===== src/rtl/drbg_pkg.sv =====
// Package with shared types, codes and AES tables for the CTR_DRBG block.
package drbg_pkg;

	localparam logic [2:0] REQ_LOAD_ENT = 3'd0;
	localparam logic [2:0] REQ_LOAD_ADD = 3'd1;
	localparam logic [2:0] REQ_INST = 3'd2;
	localparam logic [2:0] REQ_RESEED = 3'd3;
	localparam logic [2:0] REQ_GEN = 3'd4;

	localparam logic [1:0] ST_OK = 2'd0;
	localparam logic [1:0] ST_BAD_LEN = 2'd1;
	localparam logic [1:0] ST_RESEED = 2'd2;
	localparam logic [1:0] ST_ENTROPY = 2'd3;

	localparam logic [0:0] CFG_PRED = 1'd0;
	localparam logic [0:0] CFG_INTERVAL = 1'd1;

	localparam logic [48:0] LIMIT_COUNT = 49'h1_0000_0000_0000;

	// Update source selects for the three-block update.
	localparam logic [1:0] MIX_ZERO = 2'd0;
	localparam logic [1:0] MIX_ENT = 2'd1;
	localparam logic [1:0] MIX_BOTH = 2'd2;

	typedef struct packed {
		logic load_ent;
		logic load_add;
		logic inst;
		logic aes_start;
		logic upd_capture;
		logic [1:0] upd_slot;
		logic upd_apply;
		logic [1:0] mix_sel;
		logic clr_add;
		logic clr_fresh;
		logic set_count_one;
		logic inc_count;
	} dp_cmd_t;

	typedef struct packed {
		logic aes_done;
		logic fresh;
		logic [48:0] reseed_count;
	} dp_stat_t;

	function automatic logic [7:0] sbox(input logic [7:0] a);
		logic [7:0] t [256];
		t = '{
		8'h63,8'h7c,8'h77,8'h7b,8'hf2,8'h6b,8'h6f,8'hc5,8'h30,8'h01,8'h67,8'h2b,8'hfe,8'hd7,8'hab,8'h76,
		8'hca,8'h82,8'hc9,8'h7d,8'hfa,8'h59,8'h47,8'hf0,8'had,8'hd4,8'ha2,8'haf,8'h9c,8'ha4,8'h72,8'hc0,
		8'hb7,8'hfd,8'h93,8'h26,8'h36,8'h3f,8'hf7,8'hcc,8'h34,8'ha5,8'he5,8'hf1,8'h71,8'hd8,8'h31,8'h15,
		8'h04,8'hc7,8'h23,8'hc3,8'h18,8'h96,8'h05,8'h9a,8'h07,8'h12,8'h80,8'he2,8'heb,8'h27,8'hb2,8'h75,
		8'h09,8'h83,8'h2c,8'h1a,8'h1b,8'h6e,8'h5a,8'ha0,8'h52,8'h3b,8'hd6,8'hb3,8'h29,8'he3,8'h2f,8'h84,
		8'h53,8'hd1,8'h00,8'hed,8'h20,8'hfc,8'hb1,8'h5b,8'h6a,8'hcb,8'hbe,8'h39,8'h4a,8'h4c,8'h58,8'hcf,
		8'hd0,8'hef,8'haa,8'hfb,8'h43,8'h4d,8'h33,8'h85,8'h45,8'hf9,8'h02,8'h7f,8'h50,8'h3c,8'h9f,8'ha8,
		8'h51,8'ha3,8'h40,8'h8f,8'h92,8'h9d,8'h38,8'hf5,8'hbc,8'hb6,8'hda,8'h21,8'h10,8'hff,8'hf3,8'hd2,
		8'hcd,8'h0c,8'h13,8'hec,8'h5f,8'h97,8'h44,8'h17,8'hc4,8'ha7,8'h7e,8'h3d,8'h64,8'h5d,8'h19,8'h73,
		8'h60,8'h81,8'h4f,8'hdc,8'h22,8'h2a,8'h90,8'h88,8'h46,8'hee,8'hb8,8'h14,8'hde,8'h5e,8'h0b,8'hdb,
		8'he0,8'h32,8'h3a,8'h0a,8'h49,8'h06,8'h24,8'h5c,8'hc2,8'hd3,8'hac,8'h62,8'h91,8'h95,8'he4,8'h79,
		8'he7,8'hc8,8'h37,8'h6d,8'h8d,8'hd5,8'h4e,8'ha9,8'h6c,8'h56,8'hf4,8'hea,8'h65,8'h7a,8'hae,8'h08,
		8'hba,8'h78,8'h25,8'h2e,8'h1c,8'ha6,8'hb4,8'hc6,8'he8,8'hdd,8'h74,8'h1f,8'h4b,8'hbd,8'h8b,8'h8a,
		8'h70,8'h3e,8'hb5,8'h66,8'h48,8'h03,8'hf6,8'h0e,8'h61,8'h35,8'h57,8'hb9,8'h86,8'hc1,8'h1d,8'h9e,
		8'he1,8'hf8,8'h98,8'h11,8'h69,8'hd9,8'h8e,8'h94,8'h9b,8'h1e,8'h87,8'he9,8'hce,8'h55,8'h28,8'hdf,
		8'h8c,8'ha1,8'h89,8'h0d,8'hbf,8'he6,8'h42,8'h68,8'h41,8'h99,8'h2d,8'h0f,8'hb0,8'h54,8'hbb,8'h16};
		return t[a];
	endfunction

	function automatic logic [7:0] xtime(input logic [7:0] b);
		return {b[6:0], 1'b0} ^ (b[7] ? 8'h1b : 8'h00);
	endfunction

	function automatic logic [31:0] sub_word(input logic [31:0] w);
		return {sbox(w[31:24]), sbox(w[23:16]), sbox(w[15:8]), sbox(w[7:0])};
	endfunction

	// One AES round on a 128-bit state, byte 0 in the top bits.
	function automatic logic [127:0] aes_round(input logic [127:0] s, input logic last_rnd);
		logic [7:0] b [16];
		logic [7:0] t [16];
		logic [7:0] o [16];
		logic [7:0] all;
		logic [127:0] r;
		for (int i = 0; i < 16; i++) begin
			b[i] = s[127 - 8 * i -: 8];
		end
		for (int c = 0; c < 4; c++) begin
			for (int i = 0; i < 4; i++) begin
				t[4 * c + i] = sbox(b[4 * ((c + i) % 4) + i]);
			end
		end
		for (int c = 0; c < 4; c++) begin
			all = t[4 * c] ^ t[4 * c + 1] ^ t[4 * c + 2] ^ t[4 * c + 3];
			o[4 * c] = t[4 * c] ^ all ^ xtime(t[4 * c] ^ t[4 * c + 1]);
			o[4 * c + 1] = t[4 * c + 1] ^ all ^ xtime(t[4 * c + 1] ^ t[4 * c + 2]);
			o[4 * c + 2] = t[4 * c + 2] ^ all ^ xtime(t[4 * c + 2] ^ t[4 * c + 3]);
			o[4 * c + 3] = t[4 * c + 3] ^ all ^ xtime(t[4 * c + 3] ^ t[4 * c]);
		end
		for (int i = 0; i < 16; i++) begin
			r[127 - 8 * i -: 8] = last_rnd ? t[i] : o[i];
		end
		return r;
	endfunction

endpackage


===== src/rtl/drbg_ctrl.sv =====
// Controller state machine that sequences requests, updates and output words.
module drbg_ctrl #(
	parameter int MAX_REQUEST_BYTES = 512
) (
	input  logic clk,
	input  logic arst_n,
	input  logic in_valid,
	output logic in_ready,
	input  logic [2:0] req_type,
	input  logic [9:0] byte_count,
	input  logic pred_res,
	input  logic [48:0] interval,
	input  drbg_pkg::dp_stat_t stat,
	input  logic [127:0] aes_out,
	output drbg_pkg::dp_cmd_t cmd,
	output logic out_valid,
	input  logic out_ready,
	output logic [1:0] status,
	output logic [63:0] random_word,
	output logic [3:0] byte_valid_count,
	output logic last
);

	localparam logic [2:0] S_IDLE = 3'd0;
	localparam logic [2:0] S_UPD = 3'd1;
	localparam logic [2:0] S_CHECK = 3'd2;
	localparam logic [2:0] S_GEN = 3'd3;
	localparam logic [2:0] S_HI = 3'd4;
	localparam logic [2:0] S_LO = 3'd5;
	localparam logic [2:0] S_RESP = 3'd6;

	logic [2:0] state_q;
	logic [1:0] blk_q;
	logic waiting_q;
	logic [1:0] mix_q;
	logic [1:0] after_q;
	logic [9:0] rem_q;
	logic [63:0] lo_q;
	logic accept;
	logic [3:0] nvalid;
	logic [63:0] mask;
	logic [63:0] word_sel;

	localparam logic [1:0] AFT_RESP = 2'd0;
	localparam logic [1:0] AFT_CHECK = 2'd1;
	localparam logic [1:0] AFT_FINISH = 2'd2;

	assign in_ready = (state_q == S_IDLE) && !out_valid;
	assign accept = in_valid && in_ready;

	assign nvalid = (rem_q > 10'd8) ? 4'd8 : rem_q[3:0];
	always_comb begin
		mask = '0;
		for (int i = 0; i < 8; i++) begin
			if (4'(i) < nvalid) begin
				mask[63 - 8 * i -: 8] = 8'hff;
			end
		end
		word_sel = (state_q == S_HI) ? aes_out[127:64] : lo_q;
	end

	always_comb begin
		cmd = '0;
		cmd.mix_sel = mix_q;
		if (accept) begin
			cmd.load_ent = req_type == drbg_pkg::REQ_LOAD_ENT;
			cmd.load_add = req_type == drbg_pkg::REQ_LOAD_ADD;
			if (req_type == drbg_pkg::REQ_INST) begin
				cmd.inst = 1'b1;
				cmd.mix_sel = drbg_pkg::MIX_BOTH;
				cmd.clr_add = 1'b1;
				cmd.clr_fresh = 1'b1;
				cmd.set_count_one = 1'b1;
			end
		end
		if (state_q == S_UPD) begin
			cmd.aes_start = !waiting_q;
			cmd.upd_capture = stat.aes_done;
			cmd.upd_slot = blk_q;
			if (stat.aes_done && blk_q == 2'd2) begin
				cmd.upd_apply = 1'b1;
				unique case (after_q)
					AFT_RESP: begin
						cmd.clr_add = 1'b1;
						cmd.clr_fresh = 1'b1;
						cmd.set_count_one = 1'b1;
					end
					AFT_CHECK: begin
						cmd.clr_fresh = 1'b1;
						cmd.set_count_one = 1'b1;
					end
					default: cmd.inc_count = 1'b1;
				endcase
			end
		end
		if (state_q == S_GEN) begin
			cmd.aes_start = !waiting_q;
		end
	end

	always_ff @(posedge clk or negedge arst_n) begin
		if (!arst_n) begin
			state_q <= S_IDLE;
			out_valid <= 1'b0;
			waiting_q <= 1'b0;
			blk_q <= 2'd0;
			mix_q <= drbg_pkg::MIX_ZERO;
			after_q <= AFT_RESP;
			rem_q <= '0;
			lo_q <= '0;
			status <= drbg_pkg::ST_OK;
			random_word <= '0;
			byte_valid_count <= '0;
			last <= 1'b0;
		end else begin
			if (out_valid && out_ready && state_q != S_HI && state_q != S_LO) begin
				out_valid <= 1'b0;
			end
			unique case (state_q)
				S_IDLE: begin
					if (accept) begin
						rem_q <= byte_count;
						if (req_type == drbg_pkg::REQ_RESEED) begin
							state_q <= S_UPD;
							mix_q <= drbg_pkg::MIX_BOTH;
							after_q <= AFT_RESP;
							blk_q <= 2'd0;
						end else if (req_type == drbg_pkg::REQ_GEN) begin
							if (byte_count > 10'(MAX_REQUEST_BYTES)) begin
								out_valid <= 1'b1;
								status <= drbg_pkg::ST_BAD_LEN;
								random_word <= '0;
								byte_valid_count <= '0;
								last <= 1'b1;
							end else if (pred_res && stat.reseed_count > interval) begin
								if (!stat.fresh) begin
									out_valid <= 1'b1;
									status <= drbg_pkg::ST_ENTROPY;
									random_word <= '0;
									byte_valid_count <= '0;
									last <= 1'b1;
								end else begin
									state_q <= S_UPD;
									mix_q <= drbg_pkg::MIX_ENT;
									after_q <= AFT_CHECK;
									blk_q <= 2'd0;
								end
							end else begin
								state_q <= S_CHECK;
							end
						end else begin
							out_valid <= 1'b1;
							status <= drbg_pkg::ST_OK;
							random_word <= '0;
							byte_valid_count <= '0;
							last <= 1'b1;
						end
					end
				end
				S_UPD: begin
					if (!waiting_q) begin
						waiting_q <= 1'b1;
					end else if (stat.aes_done) begin
						waiting_q <= 1'b0;
						if (blk_q == 2'd2) begin
							blk_q <= 2'd0;
							unique case (after_q)
								AFT_CHECK: state_q <= S_CHECK;
								AFT_FINISH: state_q <= S_IDLE;
								default: state_q <= S_RESP;
							endcase
						end else begin
							blk_q <= blk_q + 2'd1;
						end
					end
				end
				S_CHECK: begin
					if (stat.reseed_count > drbg_pkg::LIMIT_COUNT) begin
						status <= drbg_pkg::ST_RESEED;
						random_word <= '0;
						byte_valid_count <= '0;
						last <= 1'b1;
						out_valid <= 1'b1;
						state_q <= S_IDLE;
					end else if (rem_q == 10'd0) begin
						status <= drbg_pkg::ST_OK;
						random_word <= '0;
						byte_valid_count <= '0;
						last <= 1'b1;
						out_valid <= 1'b1;
						state_q <= S_UPD;
						mix_q <= drbg_pkg::MIX_ZERO;
						after_q <= AFT_FINISH;
					end else begin
						state_q <= S_GEN;
					end
				end
				S_GEN: begin
					if (!waiting_q) begin
						waiting_q <= 1'b1;
					end else if (stat.aes_done) begin
						waiting_q <= 1'b0;
						lo_q <= aes_out[63:0];
						state_q <= S_HI;
					end
				end
				S_HI, S_LO: begin
					if (!out_valid || out_ready) begin
						out_valid <= 1'b1;
						status <= drbg_pkg::ST_OK;
						random_word <= word_sel & mask;
						byte_valid_count <= nvalid;
						last <= rem_q <= 10'd8;
						if (rem_q <= 10'd8) begin
							rem_q <= '0;
							state_q <= S_UPD;
							mix_q <= drbg_pkg::MIX_ZERO;
							after_q <= AFT_FINISH;
						end else begin
							rem_q <= rem_q - 10'd8;
							state_q <= (state_q == S_HI) ? S_LO : S_GEN;
						end
					end
				end
				S_RESP: begin
					out_valid <= 1'b1;
					status <= drbg_pkg::ST_OK;
					random_word <= '0;
					byte_valid_count <= '0;
					last <= 1'b1;
					state_q <= S_IDLE;
				end
				default: state_q <= S_IDLE;
			endcase
		end
	end

endmodule


===== config.mk =====
export PLATFORM = sky130hd
export DESIGN_NAME = drbg_ctrl
export DESIGN_NICKNAME = d
export VERILOG_FILES = /design/src/rtl/drbg_pkg.sv /design/src/rtl/drbg_ctrl.sv
export SDC_FILE = /design/constraint.sdc
export NUM_CORES = 1
export LEC_CHECK = 0
export BUFFER_PORTS_ARGS = -buffer_cell sky130_fd_sc_hd__buf_2
export CORE_MARGIN = 5
export CORE_UTILIZATION = 40
export CTS_CLUSTER_DIAMETER = 30
export DETAILED_ROUTE_END_ITERATION = 10
export PLACE_DENSITY = 0.79
export SLEW_MARGIN = 5
export SYNTH_ARGS = -nofsm -noshare
export SYNTH_HDL_FRONTEND = slang
export SYNTH_SLANG_ARGS = --single-unit

===== constraint.sdc =====
create_clock -name clk -period 7.01 [get_ports clk]
set_clock_uncertainty 0.15 [all_clocks]
set_input_delay 1.7525 -clock clk [delete_from_list [all_inputs] [get_ports clk]]
set_output_delay 1.7525 -clock clk [all_outputs]
set_load 0.01 [all_outputs]

Word-level counts from Yosys, hierarchy flattened
Index checks and enable logic that the tools add are counted.

Bits in registers: 156. Bits of input ports: 246. Output and inout bits: 87. Logic and storage cells: 213.

$add $sub $neg: 2. Magnitude comparators: 13. Eq/ne operators: 34. Mux-type cells: 124. Bitwise gates (word level): 1. Reductions and logical operators: 27.

Operators with widths (number): $mux W64 (10); $pmux W64 S4 (1); $mux W2 (36); $and A64 B64 Y64 (1); $mux W8 (8); $gt A49 B49 Y1 (1); $gt A49 B49 Y1 const B (1); $mux W4 (12); $mux W3 (15); $mux W10 (3); $mux W1 (26); $ne A2 B2 Y1 const B (10); $pmux W10 S2 (1); $reduce_and A10 Y1 (2); $lt A3 B4 Y1 const A (4); $pmux W4 S4 (1); $mux W5 (3); $pmux W3 S5 (1); $eq A3 B2 Y1 const B (4); $eq A3 B3 Y1 const B (4); $ne A3 B3 Y1 const B (4); $pmux W2 S3 (2); $gt A10 B10 Y1 const B (1); $gt A10 B4 Y1 const B (1); other kinds (31) (49).

Longest topological paths before layout
Word-level depth: 11. Gate-level depth with buffers: 11. Depth with buffers taken out: 10.

Worst setup path after synthesis
No wires, ideal clock.

Kind: input to output. Start: in in_valid. End: out cmd[2] (netlist bit). Data arrival time: 3.210 ns. Required time: 5.108 ns. Path slack: 1.897 ns. Stages on the path: 5. Path buffers: 1. Path through: nand2b_1 -> or2_2 -> nor4b_1 -> nand2b_1 -> buf_4.

RTL lines: start: declaration (RTL line drbg_ctrl.sv:7) `input logic in_valid,`; end: declaration (RTL line drbg_ctrl.sv:15) `output drbg_pkg::dp_cmd_t cmd,`.

==> flow_summary.rst <==
.. list-table::
   :header-rows: 1

   * - Metric
     - Value
   * - Ordered cell list for the critical path
     - nor2_1 -> nand2_1 -> or2_2 -> nor4b_1 -> or2_2 -> buf_2
   * - Measured slew at the worst slew-check pin
     - 961 ps
   * - Total number of vias
     - ~8000
   * - Endpoint class of the critical path
     - output port
   * - Wire length of the first global-routing pass
     - approximately 43000 um
   * - Proportion of register bits with asynchronous set or reset after synthesis
     - 100%
   * - Pin count of the biggest net entering global routing
     - 104
   * - Number of cell instances on the worst register-to-register path
     - 6
   * - Detailed placer's ending HPWL
     - 20600 um
   * - Final setup violation count
     - 0
   * - Unrepaired setup endpoints after global routing
     - false
   * - Via density
     - 5.30
   * - Area of the core
     - 22000 um2
   * - Final hold violation count
     - 0
   * - Worst hold path cell count
     - 1
   * - Max FO, Critical Path
     - 22
   * - Clock latency reported for the late side of the worst-skew pair
     - 410 ps
   * - Post-place setup slack
     - roughly 1600 ps
   * - Largest area contributor in the synthesized netlist
     - sky130_fd_sc_hd__dfrtp_1
   * - Antenna violations before repair
     - 4
   * - DRC viols
     - 0
   * - R2r endpoint
     - random_word[59]
   * - Final worst path period share
     - 73.0%
   * - Cells after synthesis
     - 900
   * - Synth unique cells
     - between 50 and 60
   * - Share of final-layout standard cells stronger than drive strength 1
     - 42.6%
   * - Worst relative slew slack
     - 35.5%
   * - Total Routed Length
     - 27000 um
   * - Syn nets
     - 1199
   * - Cell at the root of the clock tree
     - sky130_fd_sc_hd__clkbuf_16
   * - Number of H-tree branching levels
     - 4
   * - Port Buffer Count
     - 332
   * - Crit path DAT
     - 3210 ps
   * - Launch point of the worst hold path
     - last
   * - Cell count after placement
     - 1479
   * - Required time of the worst setup path
     - ~5000 ps
   * - Area of the die
     - 25500 um2
   * - Horizontal die dimension
     - 160 um
   * - Post-route ant nets
     - 0
   * - Number of nets in the final layout
     - between 1500 and 2000
   * - Mean cell area of the mapped netlist
     - between 9 and 10 um2
   * - Iter 0 DRT Violations
     - ~600
   * - Post-CTS resize count
     - 0
   * - Worst stage delay on the critical path
     - 640 ps
   * - Starting utilization of the core area
     - 40.8%
   * - Flops & latches, synth
     - about 160
   * - Library cell with the highest instance count after synthesis
     - sky130_fd_sc_hd__nand2_1
   * - Number of synthesized flops with an enable pin
     - 0
   * - Global-route congestion overflow total
     - 0
   * - Primary flip-flop cell chosen by synthesis mapping
     - sky130_fd_sc_hd__dfrtp_1
   * - CTS clk-pin slew, worst paths
     - around 70 ps
   * - Die height
     - 160 um
   * - Sequential area share after synthesis
     - approximately 43%
   * - Post-detailed-route wirelength per cell
     - 17.8 um
   * - Post-route insts no fill
     - 1515
   * - Final core occ
     - 52.3%
   * - Startpoint of the most critical register-to-register path
     - rem_q[5]
   * - Startpoint-to-endpoint class of the critical path
     - flop to output port
   * - Post-CTS setup-driven buffer insertion count
     - 0
   * - Yosys top cell area share
     - 43.2%
   * - Weighted congestion at the end of routability-driven global placement
     - 0.816
   * - Commonest cells post-synth
     - 162 x sky130_fd_sc_hd__nand2_1, 155 x sky130_fd_sc_hd__dfrtp_1, 103 x sky130_fd_sc_hd__mux2_2, 99 x sky130_fd_sc_hd__a21oi_1, 58 x sky130_fd_sc_hd__inv_1
   * - I/O Pins
     - 333
   * - Area contributors post-synth
     - sky130_fd_sc_hd__dfrtp_1 43%, sky130_fd_sc_hd__mux2_2 13%, sky130_fd_sc_hd__ha_1 7.4%
   * - Area growth from synthesis to final layout
     - 28.0%
   * - Final worst path period need
     - a little over 5000 ps
   * - Worst-case hold path end point
     - last
   * - Number of placement rows
     - 54
   * - Startpoint kind of the worst setup timing path
     - flop
   * - CTS Buf Count
     - 17
   * - R2R setup slack
     - 3580 ps
   * - Max clock buf depth
     - 2
   * - Number of pins with negative max-slew slack in the final report
     - 0
   * - Pwr per Cell Area
     - 338 nW/um2
   * - Min-Delay Path Class
     - flop to flop
   * - Post-layout worst setup margin
     - 1890 ps
   * - Number of hold buffers added after CTS
     - 0
   * - Post-Syn Area
     - 8970 um2
   * - Status
     - completed
   * - Maximum operating frequency
     - 0.195 GHz
   * - Max_cap viols
     - 0
   * - Clock tree from TritonCTS
     - yes
   * - Gr usage total
     - 20.5%
   * - CTS Sinks
     - 155
   * - Yosys warning count
     - 0
   * - Cell repeated most along the worst path
     - sky130_fd_sc_hd__or2_2
   * - Worst-case vdd ir drop
     - 0.148 mV
   * - Setup TNS Final
     - 0 ps
   * - Leakage power summed over all cells
     - 6.01 nW
   * - Slowest cell on the critical path
     - sky130_fd_sc_hd__nor2_1
   * - Number of global-route vias before repair
     - 8399
   * - Number of iterations in the first detailed-routing pass
     - 5
==> cell families after synthesis <==
kind of cell | count (synthesis) | share of synthesized area (%)
AO/OA/AOI/OAI | 167 | 10.9
adder cells (fa/ha/maj) | 53 | 7.39
buffers and inverters | 98 | 4.83
flip-flops | 155 | 43.2
multiplexers | 139 | 18.9
AND/OR/NAND/NOR | 288 | 14.7
==> worst max path at each step <==
stage                           from         endpoint  slack [ps]  cells past startpoint
after CTS                 state_q[1]           cmd[5]        1930                      6
final                     state_q[1]           cmd[5]        1890                      6
after global placement      stat[32]  random_word[45]        1800                     11
after global routing      state_q[1]           cmd[5]        1590                      6
after floorplan             in_valid           cmd[2]        1900                      5
after detailed placement    stat[32]   random_word[9]        1570                     10
==> through the flow <==
stage / total power [mW] / cell area, um2 / hold slack [ps]
floorplan: 2.45 / 8970 / 315
global route: 4.12 / 11500 / 368
CTS: 3.91 / 11500 / 359
global placement: 2.84 / 10800 / 336
finish: 3.88 / 11500 / 355
detailed placement: 2.90 / 10800 / 340
==> area by class of cell <==
class | instances | area, um2
inverters | 58 | 218
well taps | 280 | 350
flip-flops and latches | 155 | 3880
repair buffers | 339 | 1720
fillers | 1999 | 10500
multi-input cells | 647 | 4670
clock buffers | 18 | 439
diodes | 4 | 10.0
clock inverters | 14 | 196
==> placed cells by master (no fill, tap or decap), types with 17 or more instances in the layout <==
master | synthesis | routed
sky130_fd_sc_hd__ha_1 | 53 | 53
sky130_fd_sc_hd__dfrtp_1 | 155 | 155
sky130_fd_sc_hd__a21oi_1 | 99 | 99
sky130_fd_sc_hd__o21ai_0 | 27 | 27
sky130_fd_sc_hd__nand2_1 | 162 | 161
sky130_fd_sc_hd__nor2_1 | 35 | 34
sky130_fd_sc_hd__mux2_4 | 35 | 35
sky130_fd_sc_hd__mux2_2 | 103 | 103
sky130_fd_sc_hd__inv_1 | 58 | 58
sky130_fd_sc_hd__buf_2 | 7 | 331
sky130_fd_sc_hd__clkbuf_16 | 0 | 17
==> worst max-delay path: cells and delay by family (launching register included) <==
family,cells,cell delay [ps]
AND/OR/NAND/NOR,5,2080
buffers and inverters,1,120
flip-flops,1,600
==> where the power goes <==
group          total [mW]  leakage, nW  internal (mW)  switching (mW)
sequential           1.45         2.01           1.23           0.227
clock               0.995        0.305          0.585           0.410
combinational        1.43         3.69          0.683           0.746
==> per-layer routing <==
metal	part of all wire, %	vias up	track usage, %	wire length, um
li1	-	3805	-	-
met1	41	3865	25.1	11100
met5	0.048	-	0	13
met3	6.7	47	5.28	1800
met2	49	310	35.1	13300
met4	2.8	2	7.46	743
==> registers in the layout (all words and copies together), names as in the netlist <==
name,flops
byte_valid_count,4
mix_q,2
out_valid,1
lo_q,64
waiting_q,1
status,2
random_word,64
state_q,3
rem_q,10
after_q,1
last,1
blk_q,2
Power figures use the tool's default switching activity.
